[src/ikp_skid.sv]
// two-entry output buffer with registered room flag
module ikp_skid #(
   parameter int W = 1
) (
   input  logic         clock,
   input  logic         reset,
   input  logic         push_valid,
   input  logic [W-1:0] push_data,
   output logic         room,
   output logic         pop_valid,
   input  logic         pop_ready,
   output logic [W-1:0] pop_data
);

   logic [1:0]   count_ff, count_in;
   logic         room_ff, room_in;
   logic [W-1:0] head_ff, head_in;
   logic [W-1:0] tail_ff, tail_in;
   logic         pop;

   always_comb begin
      pop      = (count_ff != 2'd0) && pop_ready;
      count_in = count_ff;
      head_in  = head_ff;
      tail_in  = tail_ff;
      case ({push_valid, pop})
         2'b10: begin
            if (count_ff == 2'd0) head_in = push_data;
            else tail_in = push_data;
            count_in = count_ff + 2'd1;
         end
         2'b01: begin
            head_in  = tail_ff;
            count_in = count_ff - 2'd1;
         end
         2'b11: begin
            if (count_ff == 2'd1) begin
               head_in = push_data;
            end else begin
               head_in = tail_ff;
               tail_in = push_data;
            end
         end
         default: ;
      endcase
      room_in = (count_in != 2'd2);
   end

   always_ff @(posedge clock) begin
      if (reset) begin
         count_ff <= 2'd0;
         room_ff  <= 1'b0;
      end else begin
         count_ff <= count_in;
         room_ff  <= room_in;
      end
   end

   always_ff @(posedge clock) begin
      head_ff <= head_in;
      tail_ff <= tail_in;
   end

   assign room      = room_ff;
   assign pop_valid = (count_ff != 2'd0);
   assign pop_data  = head_ff;

endmodule

[config.mk]
export PLATFORM = sky130hd
export DESIGN_NAME = ikp_skid
export DESIGN_NICKNAME = d
export VERILOG_FILES = /design/src/ikp_skid.sv
export SDC_FILE = /design/constraint.sdc
export NUM_CORES = 1
export LEC_CHECK = 0
export BUFFER_PORTS_ARGS = -buffer_cell sky130_fd_sc_hd__buf_2
export CAP_MARGIN = 20
export CORE_AREA = 2 2 39 41
export CTS_CLUSTER_DIAMETER = 100
export CTS_CLUSTER_SIZE = 28
export DETAILED_ROUTE_END_ITERATION = 12
export DIE_AREA = 0 0 41 43
export SETUP_SLACK_MARGIN = 0.4
export SLEW_MARGIN = 20
export SYNTH_ARGS = -nofsm -noshare
export SYNTH_HDL_FRONTEND = slang
export SYNTH_SLANG_ARGS = --single-unit
[constraint.sdc]
create_clock -name clock -period 1.5 [get_ports clock]
set_input_delay 0.15 -clock clock [delete_from_list [all_inputs] [get_ports clock]]
set_output_delay 0.15 -clock clock [all_outputs]
set_load 0.02 [all_outputs]
==> impl_metrics.yaml <==
placed_design:
  port_buffers: 7
  place_area_sq_um: 405.4
  hpwl_um: 458
  gp_congestion: 0.6440
  post-place-ws_ns: 0.01757
timing:
  tightest_slew_ns: 0.2147
  max-slew-margin-rel: 0.8559
  period_needed_ns: 1.502
  final_hold_viol_count: 0
  timing.hold.ws_ns: 0.09680
  rsz0062_at_grt: "true"
  skew_ns: 0.002256
  finalSetupViolCount: 1
  max_freq_mhz: 665.9
  drv_slew: 0
  setup_slack_ns: -0.001741
  fin_tns_setup_ns: -0.001741
  finalCritPeriodShare: 1.001
yosys:
  ys_ff_latch: 5
  avgSynthCellArea_sq_um: 9.697
  netlist_instances: 32
  syn-num-nets: 42
  yosysWarnings: 0
  synth.distinct_cells: 17
  seq_area_frac_synth: 0.3871
  netlist_area_sq_um: 310.3
setup_path:
  crit_chain: "buf_4 > ha_2 > mux2_1 > a221o_1"
  path_class: "flop to flop"
  cp-start-kind: "flop"
  crit_path_max_incr_delay_ns: 0.35
  cp-end-kind: "flop"
  cp.arrival_ns: 1.49
  crit_fanout: 2
  critical-path-slowest-cell: "dfxtp_2"
  critPathRequiredTime_ns: 1.49
  rrSetupSlack_ns: -0.002
die:
  ioPinCount: 8
  start_util: 0.2242
  core-area_sq_um: 1384
  dieArea_sq_um: 1763
  die_h_um: 43
  die_w_um: 41
  std_cell_rows: 14
clocking:
  cts_sinks: 5
  clockRootBuffer: "clkbuf_4"
  clockBufferDepth: 2
  clk-insertion-delay-late_ns: 0.24
  cts_buffers: 3
  cts_max_level: 1
  ctsHoldBuffers: 0
  path_clk_slew_ns: 0.04
  cts_tree: "done"
global_routing:
  antenna_found_initial: 0
  grt_pass1_wl_um: 1145
  grt_max_degree: 5
  gr-usage-all-layers: 0.1016
  grt_pass1_vias: 304
  overflow: 0
final_layout:
  mostFrequentLayoutCell: "buf_4"
  area_growth_pct: 82.26
  fillerInstances: 141
  final_area_sq_um: 565.5
  postLayoutCoreUtil: 0.4087
  finalNetCount: 64
  multi_input_area_sq_um: 239.0
  final-seq-area_sq_um: 122.6
  diodes: 0
  mostFrequentLayoutCells: "7 x buf_4, 6 x buf_2, 4 x buf_6"
  drive_gt1_frac: 0.6792
drt:
  final_antenna_net_count: 0
  vias: 310
  drt-initial-drc-count: 5
  drc: 0
  drt-total-wl_um: 765
  dr.pass1.iters: 3
  post_drt_wl_per_cell_um: 11.09
  viasPerCell: 4.493
min_path:
  min_path_type: "primary input to flop"
flow_run:
  drv_cap: 0
power:
  powerDensity_nw_per_um2: 1170
  combinationalPowerShare: 0.495
  power.net_switching_uw: 210.9
  p_leak_nw: 0.2330
  ir_drop_mv: 0.5657
  p_seq_frac: 0.268
  swShare: 0.3188
  clkPwrFrac: 0.237
  p_int_uw: 450.7
outcome:
  status: "finished with violations"
  violations: "setup timing"
layout make-up:
type,instances,area share
Clock buffer,4,0.04646
Sequential cell,5,0.2168
Tap cell,16,0.03540
Timing Repair Buffer,17,0.2257
Multi-Input combinational cell,21,0.4226
Inverter,6,0.05310
registers in the layout, summed over array words and instances (netlist names):
name / cells
count_ff: 2
pop_data: 1
room: 1
tail_ff: 1
cell families after synthesis:
logic type      Yosys count  synth area share
simple gates              6           0.09678
fa+ha+maj                 5            0.2016
compound gates            8            0.1734
mux                       2           0.06855
buf+inv                   6           0.07258
flops                     5            0.3871
what timing repair did:
item                                    4_1_cts  5_1_grt
pin swaps                                     3        3
setup buffers                                 5        4
resized for setup                             8        8
endpoints found under the setup margin        7        7
path summary, 6_finish.rpt:
kind                    start     endpoint  depth (start not counted)
setup / recovery  count_ff[0]     pop_data                          4
hold / removal          reset  count_ff[0]                          2
setup reg to reg  count_ff[0]     pop_data                          4
hold reg to reg   count_ff[1]         room                          2
Yosys cell counts, drive strengths merged:
master | count | area, sq um
nor3 | 1 | 5.000
inv | 6 | 22.52
a221o | 1 | 10.01
o21ai | 2 | 10.01
o211ai | 1 | 7.510
a311oi | 1 | 8.760
a211oi | 1 | 7.510
a21oi | 2 | 10.01
nor2 | 1 | 3.750
edfxtp | 2 | 60.06
nand2 | 2 | 7.510
dfxtp | 3 | 60.06
nor3b | 1 | 7.510
mux2i | 1 | 10.01
ha | 5 | 62.56
mux2 | 1 | 11.26
nor2b | 1 | 6.260
per-stage QoR:
step	cells	power, mW
after detailed placement	56	0.3608
after floorplan	32	0.3130
after CTS	65	0.5837
final	69	0.6616
after global routing	69	0.7055
after global placement	56	0.3543
power groups by stage:
stage	clock network, mW	registers [mW]	logic [mW]
5_1_grt	0.176	0.180	0.349
3_5_place_dp	0	0.180	0.181
3_3_place_gp	0	0.179	0.175
4_1_cts	0.162	0.176	0.246
2_1_floorplan	0	0.190	0.123
6_report	0.157	0.177	0.328
layer usage:
layer / track usage / vias up / wire (um)
met5: 0 / - / 0
met4: 0.02000 / 0 / 0
met3: 0.09424 / 0 / 56
met2: 0.1563 / 9 / 415
met1: 0.09709 / 145 / 292
li1: - / 156 / -
worst max-delay path: cells and delay by family (launching register included):
family / cells / cell delay [ns]
flip-flops: 1 / 0.35
AO/OA/AOI/OAI: 1 / 0.28
buffers and inverters: 1 / 0.12
adder cells (fa/ha/maj): 1 / 0.18
multiplexers: 1 / 0.32
(Power assumes the default switching activity.)
