[src/ikp_div.sv]
// pipelined restoring divider, one quotient bit per stage
module ikp_div #(
   parameter int DEN_W = 35,
   parameter int Q_W   = 30,
   parameter int TAG_W = 1
) (
   input  logic             clock,
   input  logic             reset,
   input  logic             en,
   input  logic             in_valid,
   input  logic [DEN_W-1:0] in_rem,
   input  logic [DEN_W-1:0] den,
   input  logic [TAG_W-1:0] in_tag,
   output logic             out_valid,
   output logic [Q_W-1:0]   out_q,
   output logic [TAG_W-1:0] out_tag
);

   logic [Q_W:1]     valid_ff;
   logic [DEN_W-1:0] rem_ff [1:Q_W];
   logic [Q_W-1:0]   q_ff   [1:Q_W];
   logic [TAG_W-1:0] tag_ff [1:Q_W];

   logic [Q_W-1:0]   valid_src;
   logic [DEN_W-1:0] rem_src [0:Q_W-1];
   logic [Q_W-1:0]   q_src   [0:Q_W-1];
   logic [TAG_W-1:0] tag_src [0:Q_W-1];
   logic [DEN_W-1:0] rem_in  [0:Q_W-1];
   logic [Q_W-1:0]   q_in    [0:Q_W-1];

   always_comb begin
      logic [DEN_W:0] sh;
      logic [DEN_W:0] dif;
      logic           take;
      valid_src[0] = in_valid;
      rem_src[0]   = in_rem;
      q_src[0]     = '0;
      tag_src[0]   = in_tag;
      for (int k = 1; k < Q_W; k++) begin
         valid_src[k] = valid_ff[k];
         rem_src[k]   = rem_ff[k];
         q_src[k]     = q_ff[k];
         tag_src[k]   = tag_ff[k];
      end
      for (int k = 0; k < Q_W; k++) begin
         sh        = {rem_src[k], 1'b0};
         dif       = sh - {1'b0, den};
         take      = (sh >= {1'b0, den});
         rem_in[k] = take ? dif[DEN_W-1:0] : sh[DEN_W-1:0];
         q_in[k]   = {q_src[k][Q_W-2:0], take};
      end
   end

   always_ff @(posedge clock) begin
      if (reset) begin
         valid_ff <= '0;
      end else if (en) begin
         for (int k = 0; k < Q_W; k++) valid_ff[k+1] <= valid_src[k];
      end
   end

   always_ff @(posedge clock) begin
      if (en) begin
         for (int k = 0; k < Q_W; k++) begin
            rem_ff[k+1] <= rem_in[k];
            q_ff[k+1]   <= q_in[k];
            tag_ff[k+1] <= tag_src[k];
         end
      end
   end

   assign out_valid = valid_ff[Q_W];
   assign out_q     = q_ff[Q_W];
   assign out_tag   = tag_ff[Q_W];

endmodule

[config.mk]
export PLATFORM = sky130hd
export DESIGN_NAME = ikp_div
export DESIGN_NICKNAME = d
export VERILOG_FILES = /design/src/ikp_div.sv
export SDC_FILE = /design/constraint.sdc
export NUM_CORES = 2
export LEC_CHECK = 0
export BUFFER_PORTS_ARGS = -buffer_cell sky130_fd_sc_hd__clkbuf_2
export CAP_MARGIN = 20
export CELL_PAD_IN_SITES_DETAIL_PLACEMENT = 1
export CELL_PAD_IN_SITES_GLOBAL_PLACEMENT = 2
export CORE_MARGIN = 4
export CORE_UTILIZATION = 39
export DETAILED_ROUTE_END_ITERATION = 12
export HOLD_SLACK_MARGIN = 0.1
export PLACE_DENSITY_LB_ADDON = 0.1
export SKIP_LAST_GASP = 1
export SLEW_MARGIN = 20
export SYNTH_ARGS = -nofsm -noshare
export SYNTH_HDL_FRONTEND = slang
export SYNTH_SLANG_ARGS = --single-unit
export TNS_END_PERCENT = 100
[constraint.sdc]
create_clock -name clock -period 6.4 [get_ports clock]
set_clock_uncertainty 0.2 [all_clocks]
set_input_delay 0.32 -clock clock [delete_from_list [all_inputs] [get_ports clock]]
set_output_delay 0.32 -clock clock [all_outputs]
set_load 0.03 [all_outputs]
==> flow_summary_export.csv <==
group,metric,value,unit
sta,worst_slack,0.791,ns
sta,whs,0.172,ns
finish,syn_to_final_growth,12.0,%
yosys,post-synth-top-count-cell,"edfxtp_1",
clock_network,cts_tree,"done",
die,core_area,0.272,mm^2
clock_network,cts_resized,0,
yosys,ys_ff_latch,1540,
global_routing,grt_antenna_before_repair,17,
critical_path,worst-path-max-fanout,19,
yosys,synth_seq_area_share,0.430,
power_and_ir_drop,cellPowerDensity,576,mW/mm^2
sta,fin_setup_tns,0,ns
sta,slew_headroom,0.271,
finish,drive_gt1_frac,0.105,
routing,drc,0,
run_status,status,"complete, no violations",
clock_network,postCtsHoldBufs,92,
clock_network,clk_latency,0.88,ns
yosys,synthXorXnorAreaFrac,0.0747,
sta,fin_crit_sh,0.876,
yosys,synth_edf_count,1510,
clock_network,htreeDepth,4,
yosys,synth.largest_area_cell,"edfxtp_1",
clock_network,clk_path_buf_depth,4,
yosys,syn_inst,10200,
critical_path,criticalPathCategory,"input pin to flop",
yosys,synth_top_family_by_area,"compound AO/OA/AOI/OAI gates",
die,fp.dieW,532,um
clock_network,cts_buffers,191,
sta,rsz0062_at_grt,"false",
critical_path,setup.worst_path.start_class,"input pin",
routing,ant_nets,0,
clock_network,post_cts_buffers,0,
clock_network,path_clk_slew,0.06,ns
yosys,synth_simple_gate_area_frac,0.104,
power_and_ir_drop,total_power,68.9,mW
clock_network,clock_sinks,1540,
yosys,synth_area,0.107,mm^2
finish,fillers,29800,
yosys,syn_area_per_cell,10.5,um^2
yosys,synth_compound_area_frac,0.192,
placed_design,dp_hpwl,264000,um
routing,vias_per_cell,5.73,
global_routing,grt_overflow,0,
sta,fmaxAchievable,178,MHz
worst_hold_path,hold_class,"input pin to flop",
critical_path,cp_data_arrival_time,6.12,ns
placed_design,io_buffers,106,
global_routing,track_usage,0.243,
sta,drv_slew,0,
placed_design,pre_cts_ws,0.542,ns
global_routing,grt_pass1_wl,532000,um
finish,register_area,0.0459,mm^2
routing,drtPass1Iterations,5,
power_and_ir_drop,ir_drop,0.000278,V
finish,multi_input_area,0.0588,mm^2
global_routing,grt_max_degree,185,
yosys,synth_warnings,0,
die,die-area,0.283,mm^2
placed_design,placed_cells,13800,
clock_network,root_buffer,"clkbuf_16",
sta,setup_viol,0,
die,die_h,532,um
yosys,synth_top_cell_area_share,0.424,
critical_path,cp_data_required_time,6.91,ns
critical_path,crit_path_end_kind,"flop",
sta,worstMarginPinSlew,1.07,ns
routing,routedWlPerCell,24.9,um
placed_design,gp_congestion,0.880,
yosys,synth_area_leaders,"edfxtp_1, ha_1, a21oi_1",
run,cap_violations,0,
yosys,synth_common_cells,"edfxtp_1, a21oi_1, ha_1, nand2_1, o21ai_0",
die,start_util,0.393,
global_routing,grt_pass1_vias,83900,
die,ios,107,
routing,drt_iter0_drc,5369,
yosys,async_flop_share,0,
yosys,synth_flop_cell,"edfxtp_1",
sta,finalHoldViolCount,0,
finish,final_nets,11600,
finish,fin_cells,14200,
sta,fin_crit,5.61,ns
power_and_ir_drop,p_leak,48.4,nW
die,rows,191,
routing,vias,81500,
yosys,synth-adder-area-share,0.128,
yosys,synth_cell_type_count,94,
yosys,syn-num-nets,11400,
routing,drt_wl_total,353000,um
yosys,muxShareOfSynthArea,0.0487,
## cell families (layout without fill, tap and decap cells)
family,after synthesis,in the layout
xor gates and xnor gates,912,912
AOI/OAI and AO/OA,3294,3294
DFF,1540,1540
buffers and inverters,578,1001
muxes,449,449
adders and majority gates,1078,1078
and+or+nand+nor,2365,2365
other,0,5
## path summary, 6_finish.rpt
kind                                              startpoint                        end  slack (ns)  cells after the start
worst min-delay path                              in_rem[16]    rem_ff[0][52]$_DFFE_PP_        0.17                      4
worst min register to register        q_ff[0][708]$_DFFE_PP_     q_ff[0][739]$_DFFE_PP_        0.19                      0
worst max register to register  rem_ff[0][980]$_SDFFCE_PN0P_  rem_ff[0][1016]$_DFFE_PP_        1.41                     13
worst max-delay path                                  den[1]    rem_ff[0][60]$_DFFE_PP_        0.79                     19
## power breakdown
part / internal [mW] / switching (mW)
Sequential: 17.2 / 3.06
Combinational: 16.3 / 21.4
Clock: 6.27 / 4.62
Total: 39.8 / 29.1
## through the flow
step | cell area, um^2 | util
after global placement | 113000 | 0.414
final | 120000 | 0.440
after floorplan | 107000 | -
after detailed placement | 113000 | 0.414
after global routing | 120000 | 0.440
after CTS | 120000 | 0.440
## layer usage
layer,wire length [um],global-route usage,vias to the layer above
li1,-,-,39100
met1,167000,0.342,40700
met2,164000,0.400,1302
met3,12500,0.0228,386
met4,9930,0.0635,0
met5,0,0,-
## worst max-delay path, stage by stage
cell and delay, ns:
dlygate4sd3_1 0.52, clkbuf_2 0.13, inv_4 0.12, buf_12 0.21, fa_1 0.42, a21oi_1 0.24, o21ai_1 0.09, a21oi_1 0.34
a21oi_1 0.21, a21oi_1 0.41, o21ai_1 0.17, nor2b_1 0.16, a211oi_1 0.47, o221ai_1 0.34, a21oi_4 0.53, nand2_1 0.11
dlygate4sd3_1 0.56, o21ai_0 0.10, dlygate4sd3_1 0.59
## cells in the final DEF (no fill, tap or decap), types with 32 or more instances in the layout
cell type / instances
a211o_1: 32
a211oi_1: 51
a21o_1: 628
a21oi_1: 1131
a221oi_1: 33
a31oi_1: 92
and2_1: 53
and3_1: 78
buf_12: 39
buf_4: 153
clkbuf_16: 192
clkbuf_2: 104
clkinv_1: 34
clkinv_2: 52
dlygate4sd3_1: 92
edfxtp_1: 1510
ha_1: 1049
inv_1: 231
mux2_2: 357
mux2_4: 53
mux2i_1: 36
nand2_1: 750
nand2b_1: 131
nand3_1: 166
nand4_1: 159
nor2_1: 652
nor2b_1: 134
nor3_1: 75
o21a_1: 119
o21ai_0: 685
o21ai_1: 34
o21bai_1: 136
o31ai_1: 52
xnor2_1: 546
xor2_1: 366
## registers in the layout (all words and copies together), names as in the netlist
signal and flops:
tag_ff 30, valid_ff 30, q_ff 465, rem_ff 1015
## final cells by class
| type | count | area share |
|---|---|---|
| antenna | 5 | 0.000104 |
| clock inverter | 125 | 0.0103 |
| inverter | 266 | 0.00859 |
| sequential | 1540 | 0.384 |
| multi-input combinational | 8098 | 0.491 |
| timing repair buffer | 388 | 0.0282 |
| tap | 3570 | 0.0373 |
| clock buffer | 222 | 0.0411 |
Power figures use the tool's default switching activity.
