`src/ikp_sqrt.sv`:
```
// pipelined floor square root, one root bit per stage
module ikp_sqrt #(
   parameter int ROOT_W = 31,
   parameter int TAG_W  = 1
) (
   input  logic                clock,
   input  logic                reset,
   input  logic                en,
   input  logic                in_valid,
   input  logic [2*ROOT_W-1:0] in_rad,
   input  logic [TAG_W-1:0]    in_tag,
   output logic                out_valid,
   output logic [ROOT_W-1:0]   out_root,
   output logic [TAG_W-1:0]    out_tag
);

   localparam int RAD_W = 2 * ROOT_W;

   logic [ROOT_W:1]   valid_ff;
   logic [RAD_W-1:0]  rad_ff  [1:ROOT_W];
   logic [ROOT_W+1:0] rem_ff  [1:ROOT_W];
   logic [ROOT_W-1:0] root_ff [1:ROOT_W];
   logic [TAG_W-1:0]  tag_ff  [1:ROOT_W];

   logic [ROOT_W-1:0] valid_src;
   logic [RAD_W-1:0]  rad_src  [0:ROOT_W-1];
   logic [ROOT_W+1:0] rem_src  [0:ROOT_W-1];
   logic [ROOT_W-1:0] root_src [0:ROOT_W-1];
   logic [TAG_W-1:0]  tag_src  [0:ROOT_W-1];
   logic [RAD_W-1:0]  rad_in   [0:ROOT_W-1];
   logic [ROOT_W+1:0] rem_in   [0:ROOT_W-1];
   logic [ROOT_W-1:0] root_in  [0:ROOT_W-1];

   always_comb begin
      logic [ROOT_W+1:0] shifted;
      logic [ROOT_W+1:0] trial;
      logic              take;
      valid_src[0] = in_valid;
      rad_src[0]   = in_rad;
      rem_src[0]   = '0;
      root_src[0]  = '0;
      tag_src[0]   = in_tag;
      for (int k = 1; k < ROOT_W; k++) begin
         valid_src[k] = valid_ff[k];
         rad_src[k]   = rad_ff[k];
         rem_src[k]   = rem_ff[k];
         root_src[k]  = root_ff[k];
         tag_src[k]   = tag_ff[k];
      end
      for (int k = 0; k < ROOT_W; k++) begin
         shifted    = {rem_src[k][ROOT_W-1:0], rad_src[k][RAD_W-1 -: 2]};
         trial      = {root_src[k], 2'b01};
         take       = (shifted >= trial);
         rem_in[k]  = take ? (shifted - trial) : shifted;
         root_in[k] = {root_src[k][ROOT_W-2:0], take};
         rad_in[k]  = {rad_src[k][RAD_W-3:0], 2'b00};
      end
   end

   always_ff @(posedge clock) begin
      if (reset) begin
         valid_ff <= '0;
      end else if (en) begin
         for (int k = 0; k < ROOT_W; k++) valid_ff[k+1] <= valid_src[k];
      end
   end

   always_ff @(posedge clock) begin
      if (en) begin
         for (int k = 0; k < ROOT_W; k++) begin
            rad_ff[k+1]  <= rad_in[k];
            rem_ff[k+1]  <= rem_in[k];
            root_ff[k+1] <= root_in[k];
            tag_ff[k+1]  <= tag_src[k];
         end
      end
   end

   assign out_valid = valid_ff[ROOT_W];
   assign out_root  = root_ff[ROOT_W];
   assign out_tag   = tag_ff[ROOT_W];

endmodule

```
`config.mk`:
```
export PLATFORM = sky130hd
export DESIGN_NAME = ikp_sqrt
export DESIGN_NICKNAME = d
export VERILOG_FILES = /design/src/ikp_sqrt.sv
export SDC_FILE = /design/constraint.sdc
export NUM_CORES = 2
export LEC_CHECK = 0
export BUFFER_PORTS_ARGS = -buffer_cell sky130_fd_sc_hd__buf_2
export CAP_MARGIN = 20
export CORE_MARGIN = 5
export CORE_UTILIZATION = 50
export CTS_BUF_LIST = sky130_fd_sc_hd__clkbuf_8
export CTS_CLUSTER_DIAMETER = 150
export DETAILED_ROUTE_END_ITERATION = 6
export PLACE_DENSITY = 0.68
export RECOVER_POWER = 100
export SLEW_MARGIN = 20
export SYNTH_ARGS = -nofsm -noshare
export SYNTH_HDL_FRONTEND = slang
export SYNTH_SLANG_ARGS = --single-unit
```
`constraint.sdc`:
```
create_clock -name clock -period 4.6 [get_ports clock]
set_clock_uncertainty 0.2 [all_clocks]
set_input_delay 1.38 -clock clock [delete_from_list [all_inputs] [get_ports clock]]
set_output_delay 1.38 -clock clock [all_outputs]
set_load 0.05 [all_outputs]
```
==> results.md <==
- Residual antenna-violating net count after detailed routing: 0
- Switching share of total power: 29.4%
- Reg clk slew, reported paths: 0.06 ns
- Vias in the first global route: 65600
- Hold Path Class: register to register
- Cell Int Power: 41.8 mW
- Largest net degree at the start of global routing: 127
- Cts bufs inserted: 400
- Detailed-route DRC error count: 0
- # H-tree levels: 5
- 1st-pass router iterations: 6
- Initial antenna violation count: 3
- Final hold violations: 0
- Die width: 478 um
- Clk sink count: 2375
- Ys Warns: 0
- Initial Utilization: 50.3%
- Num rows: 171
- Final slew viol count: 910
- Failing checks: max-capacitance violations, max-slew violations
- Sequential power share: 49.4%
- Hold-fix buffers, CTS: 0
- IO buf count: 99
- VDD IR-drop max: 0.000328 V
- Net Switching: 17.4 mW
- Vias: 66000
- Met2 wire length: 115000 um
- DP HPWL: 162000 um
- Syn Nets: 9009
- FMAX: 233 MHz
- Clock share of power: 29.1%
- DIE AREA: 228000 um2
- Fillers: 17900
- Drt wl/cell: 18.9 um
- Fraction of layout cells with a size suffix above 1: 7.98%
- Average size of a mapped cell: 13.0 um2
- Asr flop ratio synth: 0%
- Setup TNS after final layout: 0 ns
- PD cells: 491 nW/um2
- Post-CTS Resized: 0
- Setup ws final: 0.313 ns
- Setup crit start kind: register
- Root Driver: clkbuf_8
- Fin nets: 9433
- IO Count: 100
- Crit end category: register
- Worst slew margin: -44.2%
- Slew at the pin closest to its max-slew limit: 2.16 ns
- Leak: 46.7 nW
- First-pass GRT wire length: 356000 um
- EDFF count, synth: 2344
- Max cap viols: 11
- Initial drt markers: 4626
- Logic pwr share: 21.4%
- Util after Layout: 55.4%
- Max Used Layer: met5
- Worst Path Max Fanout: 5
- Gp weighted congestion: 0.888
- Final period util: 93.2%
- Final Critical Period: 4.29 ns
- # Post-CTS Setup Buffers: 0
- Placed Area: 114000 um2
- RSZ-0062 raised after global routing: no
- Mapped Area: 109000 um2
- Final setup fails: 0
- Core footprint: 218000 um2
- Register area share after synthesis: 64.9%
- Worst skew pair latency: 1.07 ns
- CP Data Arrival Time: 4.87 ns
- Max clock buf depth: 4
- WL met1: 94800 um
- Post-Syn Instances: 8414
- WL final: 226000 um
- Area Overhead vs Synth: 10.1%
- Tot GR Track Use: 19.4%
- Vias per std cell: 5.51
- Fin area: 121000 um2
- #FFs+latches synth: 2375
- CTS tree: done
- Met3 Wirelength: 8980 um
- Setup slack, reg-to-reg: 0.31 ns
- Design Power: 59.2 mW
- Chip height: 478 um
- WS Path Type: register to register
- CP required: 5.19 ns
- Placement Setup Slack: 0.445 ns
- Grt ovf: 0
- Commonest register cell after synthesis: edfxtp_1
- Synth cell types: 86
- Status: complete, but fails checks
-- registers in the layout (all words and copies together) (netlist names) --
register,count
valid_ff,31
rem_ff,887
tag_ff,31
rad_ff,930
root_ff,496
-- worst paths after layout --
kind / from / to / depth (start not counted)
hold reg to reg: rad_ff[0][109] / rad_ff[0][171] / 0
setup reg to reg: root_ff[0][372] / rem_ff[0][449] / 11
hold / removal: rad_ff[0][109] / rad_ff[0][171] / 0
setup / recovery: root_ff[0][372] / rem_ff[0][449] / 11
-- cells in the final DEF, fill, tap and decap left out, types with 31 or more instances in the layout --
master	count
or2_2	31
dfxtp_1	31
nor4_1	100
and3_1	48
xor2_1	366
nor2b_1	79
buf_2	59
xnor2_1	369
or3_1	80
edfxtp_1	2344
ha_1	528
a21o_1	218
nand2_1	510
clkbuf_1	94
o21bai_1	44
nor2_1	595
mux2_2	65
mux2i_1	40
o21a_1	86
nor3_1	196
nand2b_1	99
o31ai_1	40
clkbuf_8	411
nand3_1	136
a211oi_1	51
or4_1	46
inv_1	777
o21ai_0	425
nand4_1	89
clkinv_1	73
clkinv_2	50
a21oi_1	555
a31oi_1	39
-- cell usage after synthesis (all sizes together), types with 46 or more instances --
cell type / n / area share [%]
xnor2: 369 / 3.0
a211oi: 51 / 0.35
buf: 48 / 0.28
nor2b: 79 / 0.45
nand2: 510 / 1.7
nand4: 89 / 0.51
nor3: 198 / 0.91
and3: 48 / 0.27
o21a: 86 / 0.59
inv: 655 / 2.2
edfxtp: 2344 / 64
nand2b: 99 / 0.57
ha: 528 / 6.0
nand3: 136 / 0.62
a21o: 218 / 1.5
mux2: 86 / 0.88
nor4: 100 / 0.58
xor2: 366 / 2.9
or4: 46 / 0.32
o21ai: 427 / 2.0
or3: 80 / 0.46
clkbuf: 132 / 0.45
a21oi: 556 / 2.5
nor2: 595 / 2.0
-- layout make-up --
class | count | area (um2) | share of cell area, %
Antenna cell | 3 | 7.51 | 0.00623
Clock buffer | 411 | 5660 | 4.69
Clock inverter | 277 | 1600 | 1.33
Inverter | 657 | 2470 | 2.05
Multi-Input combinational cell | 5202 | 35200 | 29.2
Sequential cell | 2375 | 71000 | 58.9
Tap cell | 2854 | 3570 | 2.96
Timing Repair Buffer | 202 | 1050 | 0.868
-- power by group through the flow --
stage	Sequential, mW	Clock [mW]	Combinational (mW)
after floorplan	28.7	0	9.43
after detailed placement	29.7	0	12.7
after global placement	29.6	0	12.5
after global routing	29.5	18.9	14.1
after CTS	29.2	17.9	12.7
final	29.2	17.2	12.7
-- critical path, stage by stage, from the launching register on --
cell and delay (ns):
edfxtp_1 0.42, inv_1 0.07, ha_1 0.35, nor2b_1 0.15, o21ai_0 0.25, a21boi_0 0.22
o41ai_1 0.71, o22ai_1 0.25, o22ai_1 0.40, or4b_2 0.71, o31ai_1 0.23, nand2_1 0.07
-- through the flow --
stage	hold WS [ns]	instances
4_1_cts	0.145	12000
3_5_place_dp	0.205	11300
5_1_grt	0.167	12000
6_report	0.167	12000
3_3_place_gp	0.200	11300
2_1_floorplan	0.200	8414
-- kinds of logic after synthesis --
family | share of synthesized area, %
AOI/OAI and AO/OA | 9.62
xor gates and xnor gates | 5.88
adders and majority gates | 6.03
buffers and inverters | 2.98
DFF | 64.9
muxes | 1.25
other | 0.00343
and+or+nand+nor | 9.37
-- metal layers --
layer  track usage, %  vias up
met5                0        -
met4             7.02        2
met3             2.86      528
met2             34.2     1581
met1             24.2    31900
li1                 -    32000
(Power assumes the default switching activity.)
